--- config.mk ---
export PLATFORM = sky130hd
export DESIGN_NAME = magma_counter_keystream_unit
export DESIGN_NICKNAME = d
export VERILOG_FILES = /design/src/rtl/mck_pkg.sv /design/src/rtl/mck_datapath.sv /design/src/rtl/mck_ctrl.sv /design/src/rtl/magma_counter_keystream_unit.sv
export SDC_FILE = /design/constraint.sdc
export NUM_CORES = 1
export LEC_CHECK = 0
export BUFFER_PORTS_ARGS = -buffer_cell sky130_fd_sc_hd__buf_4
export CAP_MARGIN = 20
export CORE_MARGIN = 2
export CORE_UTILIZATION = 43
export CTS_CLUSTER_SIZE = 8
export DETAILED_ROUTE_END_ITERATION = 16
export HOLD_SLACK_MARGIN = 0.05
export SLEW_MARGIN = 20
export SYNTH_ARGS = -nofsm -noshare
export SYNTH_HDL_FRONTEND = slang
export SYNTH_SLANG_ARGS = --single-unit
--- constraint.sdc ---
create_clock -name clock -period 6.6 [get_ports clock]
set_clock_uncertainty 0.1 [all_clocks]
set_input_delay 0.33 -clock clock [delete_from_list [all_inputs] [get_ports clock]]
set_output_delay 0.33 -clock clock [all_outputs]
set_load 0.02 [all_outputs]
--- src/rtl/mck_pkg.sv ---
package mck_pkg;

   localparam int KeyWords   = 8;
   localparam int Rounds     = 32;
   localparam int HalfWidth  = 32;
   localparam int BlockWidth = 64;
   localparam int KeyIdxW    = $clog2(KeyWords);
   localparam int RoundW     = $clog2(Rounds);

   localparam logic [RoundW-1:0] LAST_ROUND = RoundW'(Rounds - 1);
   // rounds from here on walk the key words downward
   localparam logic [RoundW-1:0] REV_ROUND  = RoundW'(Rounds - KeyWords);

   localparam logic FUNC_GENERATE = 1'b0;
   localparam logic FUNC_LOAD     = 1'b1;

   typedef enum logic [1:0] {
      ST_IDLE,
      ST_ROUND,
      ST_HOLD
   } state_type;

   typedef struct packed {
      logic               load_ctr;       // counter takes the request value
      logic               start;          // halves from counter, counter + 1
      logic               round_en;       // one Feistel round
      logic [KeyIdxW-1:0] key_idx;
      logic               out_load;       // result register takes a word
      logic               out_from_round; // word is this cycle's round output
   } cmd_type;

   typedef logic [3:0] sbox_row_type [16];

   localparam sbox_row_type SBOX [8] = '{
      '{4'd12, 4'd4,  4'd6,  4'd2,  4'd10, 4'd5,  4'd11, 4'd9,
        4'd14, 4'd8,  4'd13, 4'd7,  4'd0,  4'd3,  4'd15, 4'd1},
      '{4'd6,  4'd8,  4'd2,  4'd3,  4'd9,  4'd10, 4'd5,  4'd12,
        4'd1,  4'd14, 4'd4,  4'd7,  4'd11, 4'd13, 4'd0,  4'd15},
      '{4'd11, 4'd3,  4'd5,  4'd8,  4'd2,  4'd15, 4'd10, 4'd13,
        4'd14, 4'd1,  4'd7,  4'd4,  4'd12, 4'd9,  4'd6,  4'd0},
      '{4'd12, 4'd8,  4'd2,  4'd1,  4'd13, 4'd4,  4'd15, 4'd6,
        4'd7,  4'd0,  4'd10, 4'd5,  4'd3,  4'd14, 4'd9,  4'd11},
      '{4'd7,  4'd15, 4'd5,  4'd10, 4'd8,  4'd1,  4'd6,  4'd13,
        4'd0,  4'd9,  4'd3,  4'd14, 4'd11, 4'd4,  4'd2,  4'd12},
      '{4'd5,  4'd13, 4'd15, 4'd6,  4'd9,  4'd2,  4'd12, 4'd10,
        4'd11, 4'd7,  4'd8,  4'd1,  4'd4,  4'd3,  4'd14, 4'd0},
      '{4'd8,  4'd14, 4'd2,  4'd5,  4'd6,  4'd9,  4'd1,  4'd12,
        4'd15, 4'd4,  4'd11, 4'd0,  4'd13, 4'd10, 4'd3,  4'd7},
      '{4'd1,  4'd7,  4'd14, 4'd13, 4'd0,  4'd5,  4'd8,  4'd3,
        4'd4,  4'd15, 4'd10, 4'd6,  4'd9,  4'd12, 4'd11, 4'd2}
   };

   // nibble n, counted from the LSB, goes through S-box n
   function automatic logic [HalfWidth-1:0] sbox_sub(input logic [HalfWidth-1:0] x);
      logic [HalfWidth-1:0] r;
      r = '0;
      for (int n = 0; n < 8; n++) begin
         r[4*n +: 4] = SBOX[n][x[4*n +: 4]];
      end
      return r;
   endfunction

endpackage

--- src/rtl/mck_datapath.sv ---
module mck_datapath (
   input  logic                               clock,
   input  logic                               reset,
   input  logic                               csr_we,
   input  logic [mck_pkg::KeyIdxW-1:0]        csr_index,
   input  logic [mck_pkg::HalfWidth-1:0]      csr_wdata,
   input  logic [mck_pkg::BlockWidth-1:0]     req_counter_value,
   input  mck_pkg::cmd_type                   cmd,
   output logic [mck_pkg::BlockWidth-1:0]     rsp_keystream_word
);

   logic [mck_pkg::HalfWidth-1:0]  key_ff [mck_pkg::KeyWords];
   logic [mck_pkg::BlockWidth-1:0] ctr_ff, ctr_in;
   logic [mck_pkg::HalfWidth-1:0]  hi_ff, hi_in;
   logic [mck_pkg::HalfWidth-1:0]  lo_ff, lo_in;
   logic [mck_pkg::BlockWidth-1:0] word_ff, word_in;

   logic [mck_pkg::HalfWidth-1:0]  sum;
   logic [mck_pkg::HalfWidth-1:0]  sub;
   logic [mck_pkg::HalfWidth-1:0]  round_out;

   // shared round unit
   assign sum       = lo_ff + key_ff[cmd.key_idx];
   assign sub       = mck_pkg::sbox_sub(sum);
   assign round_out = hi_ff ^ {sub[20:0], sub[31:21]};

   always_ff @(posedge clock) begin
      if (reset) begin
         for (int i = 0; i < mck_pkg::KeyWords; i++) begin
            key_ff[i] <= '0;
         end
      end else if (csr_we) begin
         key_ff[csr_index] <= csr_wdata;
      end
   end

   always_comb begin
      ctr_in = ctr_ff;
      hi_in  = hi_ff;
      lo_in  = lo_ff;
      if (cmd.load_ctr) begin
         ctr_in = req_counter_value;
      end else if (cmd.start) begin
         ctr_in = ctr_ff + mck_pkg::BlockWidth'(1);
         hi_in  = ctr_ff[mck_pkg::BlockWidth-1:mck_pkg::HalfWidth];
         lo_in  = ctr_ff[mck_pkg::HalfWidth-1:0];
      end else if (cmd.round_en) begin
         hi_in  = lo_ff;
         lo_in  = round_out;
      end
   end

   // output halves come out swapped
   always_comb begin
      word_in = word_ff;
      if (cmd.out_load) begin
         word_in = cmd.out_from_round ? {round_out, lo_ff} : {lo_ff, hi_ff};
      end
   end

   always_ff @(posedge clock) begin
      if (reset) begin
         ctr_ff <= '0;
      end else begin
         ctr_ff <= ctr_in;
      end
   end

   always_ff @(posedge clock) begin
      hi_ff   <= hi_in;
      lo_ff   <= lo_in;
      word_ff <= word_in;
   end

   assign rsp_keystream_word = word_ff;

endmodule

--- src/rtl/mck_ctrl.sv ---
module mck_ctrl (
   input  logic             clock,
   input  logic             reset,
   input  logic             req_valid,
   output logic             req_ready,
   input  logic             req_func,
   output logic             rsp_valid,
   input  logic             rsp_ready,
   output mck_pkg::cmd_type cmd
);

   mck_pkg::state_type            state_ff, state_in;
   logic [mck_pkg::RoundW-1:0]    round_ff, round_in;
   logic                          rsp_valid_ff, rsp_valid_in;
   logic                          slot_free;
   logic                          last_round;

   assign slot_free  = !rsp_valid_ff || rsp_ready;
   assign last_round = (round_ff == mck_pkg::LAST_ROUND);

   // next state
   always_comb begin
      state_in = state_ff;
      round_in = round_ff;
      case (state_ff)
         mck_pkg::ST_IDLE: begin
            if (req_valid && req_func == mck_pkg::FUNC_GENERATE) begin
               state_in = mck_pkg::ST_ROUND;
               round_in = '0;
            end
         end
         mck_pkg::ST_ROUND: begin
            round_in = round_ff + mck_pkg::RoundW'(1);
            if (last_round) begin
               state_in = slot_free ? mck_pkg::ST_IDLE : mck_pkg::ST_HOLD;
            end
         end
         mck_pkg::ST_HOLD: begin
            if (slot_free) begin
               state_in = mck_pkg::ST_IDLE;
            end
         end
         default: begin
            state_in = mck_pkg::ST_IDLE;
         end
      endcase
   end

   // outputs
   always_comb begin
      req_ready          = 1'b0;
      cmd                = '0;
      cmd.key_idx        = (round_ff >= mck_pkg::REV_ROUND) ? ~round_ff[mck_pkg::KeyIdxW-1:0]
                                                            : round_ff[mck_pkg::KeyIdxW-1:0];
      case (state_ff)
         mck_pkg::ST_IDLE: begin
            req_ready    = 1'b1;
            cmd.load_ctr = req_valid && req_func == mck_pkg::FUNC_LOAD;
            cmd.start    = req_valid && req_func == mck_pkg::FUNC_GENERATE;
         end
         mck_pkg::ST_ROUND: begin
            cmd.round_en       = 1'b1;
            cmd.out_load       = last_round && slot_free;
            cmd.out_from_round = 1'b1;
         end
         mck_pkg::ST_HOLD: begin
            cmd.out_load = slot_free;
         end
         default: begin
            req_ready = 1'b0;
         end
      endcase
   end

   always_comb begin
      rsp_valid_in = rsp_valid_ff;
      if (cmd.out_load) begin
         rsp_valid_in = 1'b1;
      end else if (rsp_ready) begin
         rsp_valid_in = 1'b0;
      end
   end

   always_ff @(posedge clock) begin
      if (reset) begin
         state_ff     <= mck_pkg::ST_IDLE;
         round_ff     <= '0;
         rsp_valid_ff <= 1'b0;
      end else begin
         state_ff     <= state_in;
         round_ff     <= round_in;
         rsp_valid_ff <= rsp_valid_in;
      end
   end

   assign rsp_valid = rsp_valid_ff;

   a_gen_starts_rounds: assert property (@(posedge clock) disable iff (reset)
      req_valid && req_ready && req_func == mck_pkg::FUNC_GENERATE
      |=> state_ff == mck_pkg::ST_ROUND && round_ff == '0)
      else $error("generate transfer did not start round 0");

   a_no_overwrite: assert property (@(posedge clock) disable iff (reset)
      cmd.out_load |-> !rsp_valid_ff || rsp_ready)
      else $error("result register overwritten before transfer");

   a_hold_means_full: assert property (@(posedge clock) disable iff (reset)
      state_ff == mck_pkg::ST_HOLD |-> rsp_valid_ff)
      else $error("holding a result with an empty output slot");

   a_last_round_lands: assert property (@(posedge clock) disable iff (reset)
      state_ff == mck_pkg::ST_ROUND && round_ff == mck_pkg::LAST_ROUND
      |=> rsp_valid_ff || state_ff == mck_pkg::ST_HOLD)
      else $error("finished word neither presented nor held");

endmodule

--- src/rtl/magma_counter_keystream_unit.sv ---
// Magma counter-mode keystream unit.
// Key words 0..7 are written through csr_we/csr_index/csr_wdata, one 32-bit
// word per cycle; the user must write them only while the unit is idle: the unit itself has no guard.
// Request channel (req_valid/req_ready): req_func = 0 asks for the next
// keystream word, req_func = 1 loads req_counter_value into the counter and
// produces no response. Result channel (rsp_valid/rsp_ready) carries
// rsp_keystream_word, the encryption of the counter before it advanced.
// A generate transfer is followed by the 32 rounds through one shared round
// unit; the word is registered after the last round if the output register
// is free. req_ready is high only while idle, so a new request is taken only
// once the previous word is finished; a load leaves the unit idle.
// The result sits in an output register: a new request is taken while it
// waits. If the previous word is still untaken when a new one finishes, the
// unit holds the final round state until the output register frees up.
// Reset clears the key words, the counter and the result valid flag.
module magma_counter_keystream_unit (
   input  logic                               clock,
   input  logic                               reset,
   input  logic                               csr_we,
   input  logic [mck_pkg::KeyIdxW-1:0]        csr_index,
   input  logic [mck_pkg::HalfWidth-1:0]      csr_wdata,
   input  logic                               req_valid,
   output logic                               req_ready,
   input  logic                               req_func,
   input  logic [mck_pkg::BlockWidth-1:0]     req_counter_value,
   output logic                               rsp_valid,
   input  logic                               rsp_ready,
   output logic [mck_pkg::BlockWidth-1:0]     rsp_keystream_word
);

   mck_pkg::cmd_type cmd;

   mck_ctrl u_ctrl (
      .clock     (clock),
      .reset     (reset),
      .req_valid (req_valid),
      .req_ready (req_ready),
      .req_func  (req_func),
      .rsp_valid (rsp_valid),
      .rsp_ready (rsp_ready),
      .cmd       (cmd)
   );

   mck_datapath u_datapath (
      .clock              (clock),
      .reset              (reset),
      .csr_we             (csr_we),
      .csr_index          (csr_index),
      .csr_wdata          (csr_wdata),
      .req_counter_value  (req_counter_value),
      .cmd                (cmd),
      .rsp_keystream_word (rsp_keystream_word)
   );

endmodule

# Word level (Yosys, flattened, before mapping)
# Memories as Yosys holds them, arrays and structs flattened.
# Index checks and enable logic that the tools add are counted.
# Widths: inputs -> output; s select.
[word_totals]
ff_bits = 200
ramBits = 256
rom_bits = 512
input_bits = 105
output_inout_bits = 66
n_memories = 9
[op_classes]
n_addsub = 3
n_lt_le_gt_ge = 9
eq_ne = 6
mux = 45
bitwise = 12
reduce_logical = 14
[mem_list]
columns = ["memory", "depth", "width", "read_ports", "rd_clocked_by_memory_dff", "wr", "line", "rtl"]
rows = [
  ["u_datapath.key_ff", 8, 32, 1, 0, 8, "mck_datapath.sv:12", "logic [mck_pkg::HalfWidth-1:0] key_ff [mck_pkg::KeyWords];"],
  ["(name not given)", 16, 4, 1, 0, 0, "mck_pkg.sv:58", "r[4*n +: 4] = SBOX[n][x[4*n +: 4]];"],
  ["(name not given)", 16, 4, 1, 0, 0, "mck_pkg.sv:58", ""],
  ["(name not given)", 16, 4, 1, 0, 0, "mck_pkg.sv:58", ""],
  ["(name not given)", 16, 4, 1, 0, 0, "mck_pkg.sv:58", ""],
  ["(name not given)", 16, 4, 1, 0, 0, "mck_pkg.sv:58", ""],
  ["3 more memories", "n/a", "n/a", "n/a", "n/a", "n/a", "n/a", ""],
]
[op_table]
columns = ["cell", "count"]
rows = [
  ["$mux 64", 3],
  ["$mux 32", 5],
  ["$add 64x1->64 const B", 1],
  ["$mux 4", 16],
  ["$ge 5x5->1 const B", 9],
  ["$not 4->5", 8],
  ["$add 32x32->32", 1],
  ["$reduce_or 32->1", 1],
  ["$xor 32x32->32", 1],
  ["$mux 1", 10],
  ["$mux 2", 5],
  ["$pmux 5 s2", 1],
  ["$reduce_bool 2->1", 4],
  ["$mux 3", 2],
  ["$ne 2x1->1 const B", 3],
  ["$pmux 2 s3", 1],
  ["$add 5x1->5 const B", 1],
  ["$eq 5x5->1 const B", 1],
  ["$mux 5", 1],
  ["$reduce_and 2->1", 2],
  ["$logic_and 1x1->1", 3],
  ["$not 3->3", 1],
  ["$reduce_and 3->1", 1],
  ["$eq 2x1->1 const B", 1],
  ["6 further kinds", 7],
]

# Longest topological paths before layout
# Gate-level depths: netlist (run 1).
# An unclocked memory read counts as a cell.
[logic_depth]
ltp_word = 11
mapped_depth = 21
ltp_nobuf = 19

# Modules after synthesis
# Synthesis (run 1) repeated with hierarchy kept, for this count alone.
[unflattened]
hier_cells = 2019
hier_area_um2 = 24218.2
[by_module_without_submodules]
columns = ["mod", "n_inst", "cells_per_inst", "area_each_um2", "seq_area_each_um2"]
rows = [
  ["mck_datapath", 1, 1955, 23682.7, 12812.3],
  ["mck_ctrl", 1, 64, 535.5, 160.2],
]

# Least setup slack after synthesis (run 1)
# Ideal clock, no wire load.
[synth_path]
path_kind = "reg2reg"
start = "register u_ctrl.state_ff[0]"
end = "register u_datapath.hi_ff[0] (netlist bit), enable pin"
t_arrival_ps = 5794
t_required_ps = 5925
setup_slack_ps = 131
stages_incl_launch_ff = 7
path_buffers = 2
period_less_slack_ps = 6469
cell_sequence = "dfxtp_1 > inv_1 > ha_1 > and2_1 > clkbuf_1 > clkbuf_1 > o21ai_0"
[synth_between]
elab_chain_len = 4
elab_cells_between_ends = 7
[synth_lines]
columns = ["item", "line", "rtl"]
rows = [
  ["start: declaration", "mck_ctrl.sv:12", "mck_pkg::state_type state_ff, state_in;"],
  ["start signal: assignment", "mck_ctrl.sv:86", "state_ff <= mck_pkg::ST_IDLE;"],
  ["start signal: assignment", "mck_ctrl.sv:90", "state_ff <= state_in;"],
  ["$eq 2x1->1 or $logic_not 2->1 (tied branches)", "mck_ctrl.sv:55", "case (state_ff)"],
  ["$mux 1 or $mux 2 (tied branches)", "mck_ctrl.sv:55", ""],
  ["$reduce_bool 2->1 (no line) or $not 1->1 (tied branches)", "n/a", ""],
  ["$reduce_and 2->1 (no line) *", "n/a", ""],
  ["end signal: assignment", "mck_datapath.sv:70", "hi_ff <= hi_in;"],
  ["end: declaration", "mck_datapath.sv:14", "logic [mck_pkg::HalfWidth-1:0] hi_ff, hi_in;"],
]
# Mark *: on every way between the ends. The rest lies on a longest branch, timed or not.
# A chain may end at the register's enable or synchronous reset.

# Worst setup path after layout (run 1)
[layout_path]
start = "register u_ctrl.round_ff[4] (netlist bit)"
end = "register u_datapath.word_ff (netlist bit u_datapath.rsp_keystream_word[42]) (data pin)"
[layout_between]
elab_chain_len = 10
[layout_lines]
columns = ["item", "line", "rtl"]
rows = [
  ["start: declaration", "mck_ctrl.sv:13", "logic [mck_pkg::RoundW-1:0] round_ff, round_in;"],
  ["start signal: assignment", "mck_ctrl.sv:91", "round_ff <= round_in;"],
  ["$ge 5x5->1", "mck_ctrl.sv:53", "cmd.key_idx = (round_ff >= mck_pkg::REV_ROUND) ? ~round_ff[mck_pkg::KeyIdxW-1:0]"],
  ["$mux 3", "mck_ctrl.sv:53", ""],
  ["$mem_v2 8x32", "n/a", ""],
  ["$add 32x32->32", "mck_datapath.sv:23", "assign sum = lo_ff + key_ff[cmd.key_idx];"],
  ["$not 4->5 (not written as such)", "mck_pkg.sv:58", ""],
  ["$mem_v2 16x4", "n/a", ""],
  ["$mux 4 (not written as such) (2 in a row)", "mck_pkg.sv:58", ""],
  ["$xor 32x32->32", "mck_datapath.sv:25", "assign round_out = hi_ff ^ {sub[20:0], sub[31:21]};"],
  ["$mux 64", "mck_datapath.sv:57", "word_in = cmd.out_from_round ? {round_out, lo_ff} : {lo_ff, hi_ff};"],
  ["end signal: assignment", "mck_datapath.sv:72", "word_ff <= word_in;"],
  ["end: declaration", "mck_datapath.sv:16", "logic [mck_pkg::BlockWidth-1:0] word_ff, word_in;"],
]
# Every way passes these cells. The select of a mux whose other input is x is not followed.

==> results of run 1 <==
==> registers in the layout, summed over array words and instances, names as in the netlist <==
signal,flops
u_datapath.key_ff,256
u_datapath.lo_ff,32
u_datapath.hi_ff,32
u_ctrl.rsp_valid,1
u_datapath.ctr_ff,64
u_ctrl.round_ff,5
u_datapath.rsp_keystream_word,64
u_ctrl.state_ff,2
==> final timing paths <==
kind | slack [ns] | from | depth (start not counted) | endpoint
min reg2reg | 0.42 | u_datapath.ctr_ff[31] | 2 | u_datapath.ctr_ff[31]
min | 0.09 | req_counter_value[34] | 4 | u_datapath.ctr_ff[34]
max | 0.40 | u_ctrl.round_ff[4] | 19 | u_datapath.rsp_keystream_word[42]
max reg2reg | 0.40 | u_ctrl.round_ff[4] | 19 | u_datapath.rsp_keystream_word[42]
==> layout make-up <==
class,count,share of cell area (%)
clock inverter,7,0.318
tap,765,3.20
multi-input combinational,1585,38.0
clock buffer,84,6.03
timing repair buffer,303,8.47
inverter,47,0.590
sequential,456,43.4
==> metal layers <==
layer	global-route usage (%)	up-vias	part of all wire, %
li1	-	8620	-
met1	33.3	9223	44
met2	40.7	566	48
met3	3.53	111	5.2
met4	8.38	0	2.9
met5	0	-	0
==> metrics by stage <==
step                instance area [um2]  instances  hold slack, ns  util [%]  setup WS (ns)
finish                            29900       3247          0.0876      52.1          0.401
global route                      29900       3247          0.0888      52.1         0.0171
CTS                               29900       3247          0.0531      52.1          0.326
detailed placement                27100       3063           0.412      47.2          0.363
global placement                  27100       3063           0.404      47.2          0.419
floorplan                         24800       2212           0.371         -          0.131
==> synthesized netlist by cell type, drive strengths merged (24+ instances only) <==
master  count  area share, %
edfxtp    384             46
and2      272            6.9
nand2     223            3.4
nor2      171            2.6
a21oi     139            2.8
clkbuf    113            1.7
o21ai     102            2.1
mux2       84            3.8
mux4       78            7.1
ha         75            3.8
dfxtp      72            5.8
nand3      58            1.2
inv        47           0.71
xnor2      40            1.4
a211oi     33            1.0
a31oi      27           0.68
nor3       27           0.56
and3       24           0.62
==> cells by family after synthesis <==
family,Yosys count
adder cells (fa/ha/maj),76
AO/OA/AOI/OAI,419
AND/OR/NAND/NOR,858
XOR/XNOR,57
flip-flops,456
multiplexers,175
buffers and inverters,171
==> cell usage in the layout (no fill, tap or decap), types with 13 or more instances in the layout <==
cell type | synthesis | layout
nand3_1 | 58 | 58
mux4_2 | 78 | 78
or3_1 | 18 | 18
ha_1 | 75 | 74
a21oi_1 | 138 | 138
nand2_1 | 223 | 222
a22oi_1 | 14 | 14
xnor2_1 | 40 | 39
buf_4 | 0 | 208
inv_1 | 47 | 47
a21o_1 | 18 | 18
nand4_1 | 15 | 15
a211oi_1 | 32 | 32
or2_2 | 15 | 13
o21ai_0 | 97 | 96
clkbuf_1 | 113 | 14
mux2i_1 | 13 | 13
and3_1 | 23 | 23
edfxtp_1 | 384 | 384
dfxtp_1 | 72 | 72
xor2_1 | 17 | 14
mux2_2 | 84 | 84
dlygate4sd3_1 | 0 | 93
nor3_1 | 26 | 24
a31oi_1 | 27 | 27
o31ai_1 | 18 | 18
clkbuf_16 | 0 | 70
and2_1 | 271 | 270
nor2_1 | 171 | 163
==> repair_timing <==
action,in CTS,in global routing
hold buffers,93,0
buffers inserted,0,0
hold endpoints to repair,318,0
gates resized for setup,0,1
setup endpoints to repair,0,1
==> power by group through the flow <==
stage                     sequential [mW]  combinational [mW]  clock [mW]
after floorplan                      3.86                3.88           0
after global placement               4.01                5.08           0
after detailed placement             4.03                5.25           0
after CTS                            3.97                5.33        3.23
after global routing                 4.00                5.90        3.35
final                                3.98                5.36        3.18
==> worst max-delay path: cells and delay by family (launching register included) <==
kind	cells	cell delay, ns
simple gates	1	0.27
buf+inv	3	0.82
fa+ha+maj	2	0.68
mux	3	1.14
flops	1	0.37
xor+xnor	2	0.50
compound gates	8	2.05
==> out/metrics.cfg, run 1 <==
[run_status]
status=completed

[job]
max_cap_violations=0

[synthesis]
synthMuxAreaShare_pct=11.4
ys.flop_type=edfxtp_1
ys_seq_area_share_pct=52.3
ys_types=79
synthAdderAreaFrac_pct=3.86
synth-simple-area-share_pct=17.4
async_flop_share_pct=0
yosys_warnings=0
syn_area_per_cell_um2=11.2
synth_nets=2393
netlist_instances=2212
synth_xor_area_share_pct=2.01
ys_ff_latch=456
synth_top_family_by_area=simple AND/OR/NAND/NOR gates
synth-edff-count=384
synth_compound_area_share_pct=10.5
syn-cell-area_um2=24800

[detailed_routing]
drt-pass1-iter-count=5
avgViaCountPerCell=5.70
antenna_left=0
drc=0
vias=18500
drtIter0Drc=1433
wl_per_cell_um=22.7
drt_wl_total_um=73600

[die]
die_y_um=244
row_count=88
start_util_pct=43.3
die_area_um2=59700
fp.dieW_um=244
core_um2=57400
ios=171

[pwr]
power_frac_clock_pct=25.4
p_sw_share_pct=37.2
comb_power_share_pct=42.8
seq_power_share_pct=31.8
p_per_area_nw_per_um2=418
cellInternalPower_mw=7.86
p_leak_nw=11.2
ir_drop_uv=217
power.switching_mw=4.65
finalPower_mw=12.5

[worst_setup_path]
worstSetupStartpointType=flip-flop
cp_max_fo=24
critPathKind=reg2reg
crit_path_cell_trace=nand2_1 -> xor2_4 -> buf_4 -> mux4_2 -> mux2_2 -> ha_1 -> a21oi_1 -> o21ai_0 -> o21ai_0 -> a21oi_1 -> o21a_1 -> o311ai_1 -> buf_4 -> inv_1 -> ha_1 -> a21oi_1 -> o32ai_1 -> xnor2_1 -> mux2_2
cp.arrival_ns=6.44
end_kind=flip-flop
critPathMaxStageDelay_ns=0.58
cpMostUsedCell=a21oi_1
cp_data_required_time_ns=6.84
cpMaxStageDelayCell=mux4_2

[clocking]
cts_root_buf=clkbuf_16
cts.htree.levels=3
clk_pin_slew_ns=0.05
cts_buffers=67
clock_latency_ns=0.60
cts_sinks=456
clk_path_buf_depth=3
cts_tree=done

[grt]
gr-total-overflow=0
grt_max_degree=83
grt_antenna_before_repair=0
grt_pass1_wl_um=111000
track_usage_pct=24.6
grt_pass1_vias=18300

[cells_and_area]
multiInputGateArea_um2=11400
ff_latch_area_um2=13000
nets=2641
diodes=0
area_growth_pct=20.4
drive_above_1_share_pct=19.7
fillers=4958

[timing]
worst_pin_slew_ns=1.04
setup_tns_ns=0
rsz0062_at_grt=no
fmax_mhz=161
fin_crit_ns=6.20
slew_headroom_pct=30.7
timing.final.crit_share_pct=93.9
hold_viol=0
setup_violations=0
drv_slew=0

[placed_design]
globalplace.congestion=0.905
io_buffers=170
hpwl_um=49000

[min_path]
min_path_type=in2reg

Power figures use the tool's default switching activity.
==> run 2: changes to the inputs <==
- SYNTH_HIERARCHICAL: not set -> 1
==> out/metrics.cfg, run 2 <==
[cells_and_area]
fillers=4721
drive_above_1_share_pct=21.8
largest_reg_flops=256
postLayoutCellArea_um2=29400
area_growth_pct=21.3
multiInputGateArea_um2=10700
layout_commonest_cell=edfxtp_1
final_cell_mix=edfxtp_1, and2_1, buf_4
nets=2472
ff_latch_area_um2=13000
top_register=u_datapath/key_ff

[timing]
hold_viol=0
timing.final.crit_share_pct=95.6
drv_slew=0
worst_pin_slew_ns=1.13
fin_crit_ns=6.31
setup_ws_ns=0.289
fmax_mhz=158
rsz0062_at_grt=no
setup_tns_ns=0
setup_violations=0
slew_headroom_pct=24.4

[die]
die_area_um2=58200
row_count=86
start_util_pct=43.7
ios=171
die_y_um=241
fp.dieW_um=241
core_um2=55400

[synthesis]
post-synth-top-area-fraction_pct=47.6
ys_ff_latch=456
post-synth-top-area-cell=edfxtp_1
synth_common_cells=edfxtp_1, and2_1, nor2_1
synthTopCellsByArea=edfxtp_1, mux4_2, and2_1
ys.flop_type=edfxtp_1
synth_nets=2200
ys_seq_area_share_pct=53.6
yosys_warnings=6
synth.most_common_cell=edfxtp_1
syn_area_per_cell_um2=12.0
netlist_instances=2019
ys_types=74
syn-cell-area_um2=24200
async_flop_share_pct=0
synth-edff-count=384

[placed_design]
hpwl_um=46300
post_dp_cell_area_um2=26400
io_buffers=170
globalplace.congestion=0.922
pre_cts_slack_ns=0.245

[clocking]
clock_latency_ns=0.60
cts_buffers=67
cts_sinks=456
cts_tree=done
clk_pin_slew_ns=0.06
cts_resized=0
clk_path_buf_depth=3
cts_root_buf=clkbuf_16
cts.htree.levels=3

[worst_setup_path]
cp_max_fo=42
cp_top_family=multiplexers
cp.arrival_ns=6.55
cpMaxStageDelayCell=a2111oi_0
worst-path-buf-inv=1
cp_data_required_time_ns=6.84
crit_path_cell_trace=nand2_1 -> xnor2_2 -> buf_12 -> mux4_2 -> mux2_2 -> ha_1 -> nand4_1 -> or2_2 -> a2111oi_0 -> a211oi_1 -> nor2_1 -> nor2_1 -> xnor2_1 -> mux4_2 -> xor2_1 -> mux2_2
critPathMaxStageDelay_ns=0.65
end_kind=flip-flop
critPathKind=reg2reg
worstSetupStartpointType=flip-flop

[detailed_routing]
antenna_left=0
vias=16800
drt-pass1-iter-count=5
drtIter0Drc=1211
drc=0
avgViaCountPerCell=5.47
drt_wl_total_um=69300
wl_per_cell_um=22.6

[pwr]
p_leak_nw=10.8
p_per_area_nw_per_um2=424
finalPower_mw=12.4
ir_drop_uv=219

[grt]
grt_pass1_wl_um=103000
grt_antenna_before_repair=1
gr-total-overflow=0
track_usage_pct=23.9
grt_pass1_vias=17000
grt_max_degree=72

[run_status]
status=completed

[min_path]
min_path_type=in2reg

[job]
max_cap_violations=0

[run 2: changes by cell type after synthesis, moves of 10 or more]
cell / previous run / this run
a211oi_1: 32 / 18
o21ai_0: 97 / 78
nor2_1: 171 / 161
nand2_1: 223 / 132
a31oi_1: 27 / 7
o31ai_1: 18 / 3
nand3_1: 58 / 24
a21oi_1: 138 / 112
mux2_2: 84 / 104
clkbuf_1: 113 / 76
xor2_1: 17 / 58
mux2i_1: 13 / 29
xnor2_1: 40 / 54
inv_1: 47 / 68
[run 2: repair_timing]
action,in CTS,in global routing
hold endpoints to repair,322,0
buffers inserted,0,0
hold buffers,98,0
[run 2: cells by family (layout without fill, tap and decap cells)]
logic type               count (synthesis)  count (layout)  share of synthesized area, %
AND/OR/NAND/NOR                        709             709                          15.3
flip-flops                             456             456                          53.6
AO/OA/AOI/OAI                          289             289                          7.27
multiplexers                           209             209                          13.1
buffers and inverters                  166             469                          2.63
XOR/XNOR                               114             114                          4.26
adder cells (fa/ha/maj)                 76              76                          3.96
other                                    0               1                             0
[run 2: cell type report]
| type | count | share of cell area (%) |
|---|---|---|
| sequential | 456 | 44.2 |
| tap | 748 | 3.19 |
| timing repair buffer | 301 | 8.61 |
| clock buffer | 93 | 6.19 |
| clock inverter | 7 | 0.481 |
| inverter | 68 | 0.869 |
| antenna | 1 | 0.00852 |
| multi-input combinational | 1397 | 36.5 |
[run 2: power by group]
part           internal, mW  switching [mW]  total, mW
Clock                  1.96            1.27       3.22
Sequential             3.68           0.311       3.99
Combinational          2.28            2.95       5.23
Total                  7.91            4.53       12.4
[run 2: worst paths after layout]
path / depth (start not counted) / slack (ns) / from / end
worst max-delay path: 16 / 0.29 / u_ctrl/round_ff[3] / u_datapath/rsp_keystream_word[61]
worst min-delay path: 5 / 0.16 / req_valid / u_ctrl/round_ff[3]
worst max register to register: 16 / 0.29 / u_ctrl/round_ff[3] / u_datapath/rsp_keystream_word[61]
worst min register to register: 2 / 0.42 / u_ctrl/round_ff[3] / u_ctrl/round_ff[3]
[run 2: layer usage]
| metal | up-vias | GRT usage, % | part of all wire (%) | wire, um |
|---|---|---|---|---|
| met5 | - | 0 | 0 | 0 |
| met4 | 0 | 9.39 | 3.3 | 2270 |
| met3 | 115 | 3.52 | 5.3 | 3660 |
| met2 | 545 | 39.9 | 48 | 33200 |
| met1 | 8303 | 31.6 | 44 | 30200 |
| li1 | 7849 | - | - | - |
[run 2: through the flow]
step                      util (%)  cells  hold slack [ns]
final                         53.0   3071            0.163
after global routing          53.0   3071            0.163
after CTS                     53.0   3070            0.118
after detailed placement      47.7   2872            0.410
after global placement        47.7   2872            0.388
after floorplan                  -   2019            0.366
[run 2: tightest hold or removal path: cells and delay by family]
family / cells / cell delay (ns)
buffers and inverters: 1 / 0.13
and+or+nand+nor: 2 / 0.15
AOI/OAI and AO/OA: 2 / 0.20
